===== src/sv/rau_mul.sv =====
module rau_mul #(
   parameter int MAG_BITS = 32
) (
   input  logic                      clock,
   input  logic [MAG_BITS-1:0]       op_a,
   input  logic [MAG_BITS-1:0]       op_b,
   output logic [2*MAG_BITS-1:0]     product
);

   logic [2*MAG_BITS-1:0] prod_ff;

   always_ff @(posedge clock) begin
      prod_ff <= op_a * op_b;
   end

   assign product = prod_ff;

endmodule


===== config.mk =====
export PLATFORM = sky130hd
export DESIGN_NAME = rau_mul
export DESIGN_NICKNAME = d
export VERILOG_FILES = /design/src/sv/rau_mul.sv
export SDC_FILE = /design/constraint.sdc
export NUM_CORES = 2
export LEC_CHECK = 0
export ABC_CLOCK_PERIOD_IN_PS = 9300
export BUFFER_PORTS_ARGS = -buffer_cell sky130_fd_sc_hd__buf_2
export CAP_MARGIN = 20
export CORE_ASPECT_RATIO = 1.75
export CORE_MARGIN = 10
export CORE_UTILIZATION = 60
export CTS_BUF_LIST = sky130_fd_sc_hd__clkbuf_4
export DETAILED_ROUTE_END_ITERATION = 12
export GPL_TIMING_DRIVEN = 1
export PLACE_DENSITY = 0.78
export REMOVE_ABC_BUFFERS = 1
export SLEW_MARGIN = 0
export SYNTH_ARGS = -nofsm -noshare
export SYNTH_HDL_FRONTEND = slang
export SYNTH_SLANG_ARGS = --single-unit

===== constraint.sdc =====
create_clock -name clock -period 9.3 [get_ports clock]
set_input_delay 0.465 -clock clock [delete_from_list [all_inputs] [get_ports clock]]
set_output_delay 0.465 -clock clock [all_outputs]
set_load 0.05 [all_outputs]

==> summary.txt <==
STA
  – Unrepaired setup endpoints after global routing: no
  – Minimum clock period: 7900 ps
  – Tcrit/Tclk final: 0.850
  – Max Clock Freq: approximately 0.13 GHz
  – Slew Limit Fails: 0
  – Tightest Pin Transition: 880 ps
  – Finish-stage setup viols: 0
  – Hold Vio Cnt, Final: 0
  – Post-Route Setup TNS: 0 ps
  – Normalized max-slew margin: 0.414

Synthesis
  – Ys flop type: dfxtp_1
  – Count leader, synth: fa_1
  – Area leader, netlist: fa_1
  – Share of the synthesized area in the top cell type: 0.517
  – Synth cell count leaders: fa_1 (896), inv_1 (865), and2_1 (602), nand2_1 (480), ha_1 (263)
  – Area contributors post-synth: fa_1 (52%), and2_1 (11%), ha_1 (9.5%)
  – Mapped Avg Cell Area: 9.25 sq um
  – Yosys cell types: 57
  – Post-synthesis async set-or-reset flop share: 0
  – EDFF count, synth: 0
  – Mapped Area: 34,700 sq um
  – Yosys warns: 0
  – Sequential cell area fraction in the yosys report: 0.0369
  – Mapped Cells: 3,748
  – #FFs+latches synth: 64

Clocking
  – Hold-fix buffers at CTS: 0
  – Clk buf depth: 2
  – H-tree lvl count: 3
  – Root buffer cell: clkbuf_4
  – Clk slew on worst S/H paths: 110 ps
  – # clock sinks: 64
  – Post-CTS Setup Bufs: 0
  – TritonCTS Buffers: 9
  – Post_cts resized: 0
  – CTS tree: yes

Floorplanning
  – Rows: 116
  – Initial Utilization: 0.606
  – Die ar.: 68,200 sq um
  – Die width: 202 microns
  – Core Area: 57,200 sq um
  – Die height: between 300 and 400 microns
  – # IOs: approximately 130

Route
  – WL/cell: 23.0 microns
  – First-pass DRT Iterations: 6
  – DRC: 0
  – Top Layer Used: met5
  – 1st-iter DRT viols: 1,570
  – WL met1: 30,800 microns
  – Routed met2 length: 54,200 microns
  – Drt via density: ~5.8
  – Routed wire length: 103,000 microns
  – DR vias: 25,900
  – Post-DRT Antenna Nets: 0
  – WL met3: 6480 microns

Final layout
  – Storage cell area: 1280 sq um
  – Area Overhead vs Synth: 3.17%
  – # fillers: approximately 4,900
  – Layout cells sized above 1: 0.0487
  – Final #Nets: 4,915
  – Max FFs per register: 64
  – Area of the multi-input gates: 29,300 sq um

Worst setup path
  – CP Max Fanout: 18
  – Setup crit end kind: flip-flop
  – Worst setup SP type: input pin
  – Critical path arrival: 8340 ps
  – Most frequent CP cell: fa_1
  – CP required: 9740 ps
  – Largest stage delay, worst path: 600 ps
  – Cell Chain, Critical Path: buf_2 > buf_4 > nand2_1 > fa_1 > fa_1 > inv_1 > fa_1 > fa_1 > fa_1 > fa_1 > fa_1 > inv_1 > fa_1 > inv_1 > ha_1 > nand4_1 > or4_1 > or3_1 > a31oi_1 > a31o_2 > a211oi_1 > o21ai_1 > xor2_1
  – Critical path class: input pin to flip-flop
  – Critical path's slowest cell: fa_1

Global route
  – Largest net degree at the start of global routing: 33
  – Vias in the first global route: about 30,000
  – Gr ovfl total: 0
  – Initial antenna violation count: 3
  – GRT Total Usage: 0.315
  – Global-route wire length before repair: around 160,000 microns

Flow run
  – Max cap viols: 0

Hold path
  – Hold/Removal Path Class: input pin to flip-flop
  – Hold Crit Start: op_b[0]
  – Hold Path End: product[0]
  – Hold path cells: 2

Placement
  – DPL Wire Length: between 80,000 and 90,000 microns
  – Routability congestion estimate: between 0.9 and 1
  – Port Buffers: 128

Run status
  – Status: completed
-- layout by cell type (no fill, tap or decap), types with 3 or more instances in the layout --
cell type / instances
xnor2_1: 35
o21a_1: 9
nor3_1: 7
nor2_1: 20
ha_1: 263
a21oi_1: 63
a21o_1: 40
clkinv_1: 4
a21boi_1: 3
o21ai_0: 21
clkbuf_4: 9
a31oi_1: 12
and4_1: 3
nand3_1: 10
a221o_1: 4
buf_4: 24
a221oi_4: 3
diode_2: 4
o21ai_1: 5
a21oi_2: 3
inv_1: 865
and3_1: 14
and2_1: 602
or3_1: 3
nand4_1: 23
buf_2: 128
or4_1: 3
dfxtp_1: 64
or2_2: 3
xor2_1: 25
fa_1: 896
o221ai_1: 3
nand2_1: 480
o21bai_1: 10
a211oi_1: 3
o31ai_4: 3
-- how the worst max path moves through the flow --
stage	startpoint	end	slack, ps
after floorplan	op_a[26]	product[62]	2370
after global placement	op_a[18]	product[62]	1150
after detailed placement	op_a[17]	product[62]	1030
after CTS	op_a[17]	product[62]	1530
after global routing	op_b[8]	product[62]	1080
final	op_a[17]	product[62]	1400
-- per-stage QoR --
| stage | cells | hold slack [ps] | util | setup WS (ps) | area, sq um |
|---|---|---|---|---|---|
| floorplan | 3528 | 587 | - | 2370 | 33800 |
| finish | 4466 | 566 | 0.626 | 1400 | 35800 |
| CTS | 4462 | 517 | 0.625 | 1530 | 35800 |
| global route | 4464 | 515 | 0.626 | 1080 | 35800 |
| detailed placement | 4447 | 935 | 0.623 | 1030 | 35600 |
| global placement | 4447 | 935 | 0.623 | 1150 | 35600 |
-- routing by layer --
metal / track usage / vias up
met3: 0.0514 / 566
met2: 0.568 / 1264
met5: 0 / -
met4: 0.284 / 2
li1: - / 10700
met1: 0.304 / 13300
-- layout make-up --
cell class	count	share of cell area
diodes	4	0.000280
clock buffers	9	0.00189
clock inverters	6	0.00210
inverters	865	0.0908
multi-input cells	2599	0.819
flip-flops and latches	64	0.0358
well taps	767	0.0268
repair buffers	152	0.0229
-- worst max-delay path: cells and delay by family --
kind	cells	cell delay [ps]
fa+ha+maj	9	4580
simple gates	4	1190
compound gates	4	980
buf+inv	5	930
xor+xnor	1	170
-- cells by family after synthesis --
| kind of cell | share of synthesized area |
|---|---|
| XOR/XNOR | 0.0152 |
| AND/OR/NAND/NOR | 0.176 |
| buffers and inverters | 0.118 |
| multiplexers | 0.000289 |
| AO/OA/AOI/OAI | 0.0415 |
| adder cells (fa/ha/maj) | 0.612 |
| flip-flops | 0.0369 |
Power is left out: the tool's default activity adds up to more than one toggle a clock period on the data nets, which glitch-free logic cannot reach.
