**config.mk**
```make
export PLATFORM = sky130hd
export DESIGN_NAME = rau_div
export DESIGN_NICKNAME = d
export VERILOG_FILES = /design/src/sv/rau_div.sv
export SDC_FILE = /design/constraint.sdc
export NUM_CORES = 1
export LEC_CHECK = 0
export BUFFER_PORTS_ARGS = -buffer_cell sky130_fd_sc_hd__clkbuf_2
export CORE_MARGIN = 5
export CORE_UTILIZATION = 30
export DETAILED_ROUTE_END_ITERATION = 6
export HOLD_SLACK_MARGIN = 0.08
export PLACE_DENSITY_LB_ADDON = 0.12
export SYNTH_ARGS = -nofsm -noshare
export SYNTH_HDL_FRONTEND = slang
export SYNTH_SLANG_ARGS = --single-unit
```
**constraint.sdc**
```tcl
create_clock -name clock -period 9.8 [get_ports clock]
set_input_delay 1.96 -clock clock [delete_from_list [all_inputs] [get_ports clock]]
set_output_delay 1.96 -clock clock [all_outputs]
set_load 0.01 [all_outputs]
```
**src/sv/rau_div.sv**
```systemverilog
module rau_div #(
   parameter int MAG_BITS = 32
) (
   input  logic                    clock,
   input  logic                    reset,
   input  logic                    start,
   input  logic [2*MAG_BITS:0]     dividend,
   input  logic [2*MAG_BITS-1:0]   divisor,
   output logic                    done,
   output logic [2*MAG_BITS:0]     quotient
);

   localparam int P  = 2 * MAG_BITS;
   localparam int N  = P + 1;
   localparam int CW = $clog2(N);

   logic          busy_ff, busy_in;
   logic          done_ff, done_in;
   logic [CW-1:0] cnt_ff, cnt_in;
   logic [P-1:0]  rem_ff, rem_in;
   logic [N-1:0]  quo_ff, quo_in;
   logic [P-1:0]  d_ff, d_in;
   logic [P:0]    rem_sh;
   logic [P:0]    rem_sub;
   logic          ge;

   always_comb begin
      rem_sh  = {rem_ff, quo_ff[N-1]};
      rem_sub = rem_sh - {1'b0, d_ff};
      ge      = rem_sh >= {1'b0, d_ff};
      busy_in = busy_ff;
      done_in = 1'b0;
      cnt_in  = cnt_ff;
      rem_in  = rem_ff;
      quo_in  = quo_ff;
      d_in    = d_ff;
      if (start) begin
         busy_in = 1'b1;
         cnt_in  = '0;
         rem_in  = '0;
         quo_in  = dividend;
         d_in    = divisor;
      end else if (busy_ff) begin
         rem_in = ge ? rem_sub[P-1:0] : rem_sh[P-1:0];
         quo_in = {quo_ff[N-2:0], ge};
         cnt_in = cnt_ff + 1'b1;
         if (cnt_ff == CW'(N - 1)) begin
            busy_in = 1'b0;
            done_in = 1'b1;
         end
      end
   end

   always_ff @(posedge clock) begin
      if (reset) begin
         busy_ff <= 1'b0;
         done_ff <= 1'b0;
         cnt_ff  <= '0;
      end else begin
         busy_ff <= busy_in;
         done_ff <= done_in;
         cnt_ff  <= cnt_in;
      end
      rem_ff <= rem_in;
      quo_ff <= quo_in;
      d_ff   <= d_in;
   end

   assign done     = done_ff;
   assign quotient = quo_ff;

endmodule

```
==> results.toml <==
[logic_synthesis]
synth_flop_cell = "edfxtp_1"
postSynthCellCount = 1245
synth_edf_count = 129
async_reset_ff_share_pct = 0
synth.area.top_cells = "edfxtp_1 32%, dfxtp_1 12%, ha_1 6.8%"
syn-num-nets = 1444
synthSimpleGateAreaFrac_pct = 14.00
synth_compound_area_share_pct = 18.88
avgSynthCellArea_um2 = 9.709
synth_top_cell_by_area = "edfxtp_1"
synth_top_cell_area_share_pct = 32.05
ys_seq_area_share_pct = 44.14
synth_top_family_by_area = "compound AO/OA/AOI/OAI gates"
synthMuxAreaShare_pct = 6.552
synthAdderAreaFrac_pct = 6.997
ys_ff_latch = 202
yosysUniqueCellTypes = 73
syn_area_um2 = 12090
synth_xor_area_share_pct = 3.913
synth_warnings = 0

[floorplanning]
pin_count = 198
die_y_um = 210.7
die_w_um = 210.7
start_util_pct = 30.35
dieArea_um2 = 44410
core-area_um2 = 39820
rows = 73

[layout]
syn_to_final_growth_pct = 18.75
antenna_cells = 0
fill_cells = 4160
final_common_cell = "clkbuf_2"
final_util_pct = 36.04
layout_common_cells = "196 x clkbuf_2, 139 x nand2_1, 129 x edfxtp_1"
drive_gt1_share_pct = 24.34
layout.nets = 1609
finalNonFillerCells = 1955

[power]
p_sw_share_pct = 31.52
peakVddDrop_uv = 117.7
p_per_area_nw_per_um2 = 184.4
p_int_mw = 1.812
leakagePower_nw = 5.949
seq_power_share_pct = 39.5
p_switching_uw = 834.0
comb_power_share_pct = 24.5
p_total_mw = 2.646
p_clk_share_pct = 36.0

[clocking]
cts-buffers-inserted = 26
clock_latency_ns = 0.57
cts_root_buffer = "clkbuf_16"
clock_path_buffers = 3
clk_pin_slew_ns = 0.07
h-tree-depth = 1
cts_tree = "yes"
cts-resized-gates = 0
post-cts-setup-buffer-count = 0
postCtsHoldBufs = 0
clock_sinks = 202

[grt]
grt.total_usage_pct = 15.22
grt_pass1_wl_mm = 55.62
grt_max_degree = 110
grt_pass1_vias = 10052
grt_remaining_overflow = 0
antenna_found_initial = 1

[sta]
period_share_pct = 43.68
slew_violations = 0
fin_skew_ns = 0.02823
timing.final.ws_setup_ns = 5.519
setup_tns_ns = 0
hold_viol_final = 0
worst_pin_slew_ns = 0.8486
rsz0062_at_grt = "false"
slew_headroom_pct = 43.42
setup_viol = 0
layout_min_cycle_time_ns = 4.281
fmax_mhz = 233.6

[detailed_routing]
drtIter0Drc = 570
drc_errors = 0
vias = 9764
via_per_inst = 4.994
first_pass_iters = 5
post_drt_wl_per_cell_um = 17.95
wirelength_mm = 35.09
drtAntennaViolNets = 0

[placement]
place_congestion = 0.8312
place_hpwl_mm = 25.46
dpl.cell_count = 1907
io_buffers = 197
pre_cts_ws_ns = 5.539

[hold_path]
hold_path_class = "flop to flop"

[critical_path]
worstPathArrival_ns = 4.68
critPathLaunchType = "flop"
crit_required_ns = 10.20
crit_path_end_kind = "flop"
critical_path_class = "flop to flop"
cp_max_fo = 42

[job]
maxCapViolCount = 0

[run_status]
status = "complete, no violations"
-- metal layers --
layer	routed length (um)	track usage (%)	part of all wire (%)	vias up
met3	2262	4.337	6.4	44
met2	15410	24.20	44	223
met4	725	3.063	2.1	2
met1	16670	20.87	48	4623
met5	20	0	0.057	-
li1	-	-	-	4872
-- layout make-up --
type	instances	area [um^2]	area share (%)
clock buffers	36	748.2	5.213
clock inverters	12	117.6	0.8194
inverters	92	345.3	2.406
multi-input cells	884	6087	42.41
flip-flops and latches	202	5339	37.19
well taps	525	656.9	4.576
repair buffers	204	1060	7.383
-- synthesized netlist by cell type, types with 6 or more instances --
cell type	count
a21oi_1	94
a311oi_1	28
nor3_1	20
o21bai_1	13
o31a_1	6
nand4_1	26
inv_1	91
a31oi_1	8
a21o_1	27
o21a_1	10
mux2_2	65
o22ai_1	6
xnor2_1	35
clkbuf_1	46
ha_1	66
nand2b_1	6
edfxtp_1	129
buf_2	9
xor2_1	19
and2_1	9
nor2_1	101
nor2b_1	8
o21ai_0	56
o21ai_1	8
buf_6	6
nand2_1	139
nand3_1	15
and3_1	6
or3_1	10
mux2i_1	6
dfxtp_1	73
a211oi_1	18
a311oi_2	11
-- worst max-delay path: stages, from the launching register on --
cell and delay, ns:
edfxtp_1 0.41, inv_1 0.07, ha_1 0.23, nor2b_1 0.15, o21ba_1 0.18, o31a_1 0.36, a2111oi_4 0.51, nor3_2 0.14
nor3_4 0.32, a21oi_4 0.14, a21oi_4 0.57, buf_4 0.62, nor2_1 0.10, a211oi_1 0.22, nor3_1 0.07
-- flip-flops by register name, summed over array words and instances (netlist names) --
| signal | count |
|---|---|
| quotient | 65 |
| d_ff | 64 |
| rem_ff | 64 |
| cnt_ff | 7 |
| busy_ff | 1 |
| done | 1 |
-- stage by stage --
stage	hold WS, ns	area [um^2]
2_1_floorplan	0.4531	12090
3_3_place_gp	0.4831	13490
3_5_place_dp	0.4841	13490
4_1_cts	0.4819	14350
5_1_grt	0.5140	14350
6_report	0.4844	14350
-- path summary, 6_finish.rpt --
path                    from    endpoint  slack, ns  cells past startpoint
setup / recovery     d_ff[1]  rem_ff[32]       5.52                     14
hold / removal    rem_ff[51]  rem_ff[52]       0.48                      2
setup reg to reg     d_ff[1]  rem_ff[32]       5.52                     14
hold reg to reg   rem_ff[51]  rem_ff[52]       0.48                      2
-- logic make-up after synthesis --
group,Yosys count
AO/OA/AOI/OAI,327
XOR/XNOR,54
adder cells (fa/ha/maj),67
buffers and inverters,159
flip-flops,202
multiplexers,71
AND/OR/NAND/NOR,365
-- power groups by stage --
stage	Clock (mW)	Combinational (mW)	Sequential, mW
2_1_floorplan	0	0.463	1.06
3_3_place_gp	0	0.655	1.06
3_5_place_dp	0	0.650	1.06
4_1_cts	0.994	0.654	1.05
5_1_grt	1.03	0.723	1.05
6_report	0.954	0.648	1.04
Note: power is estimated with default switching activity, not from simulation.
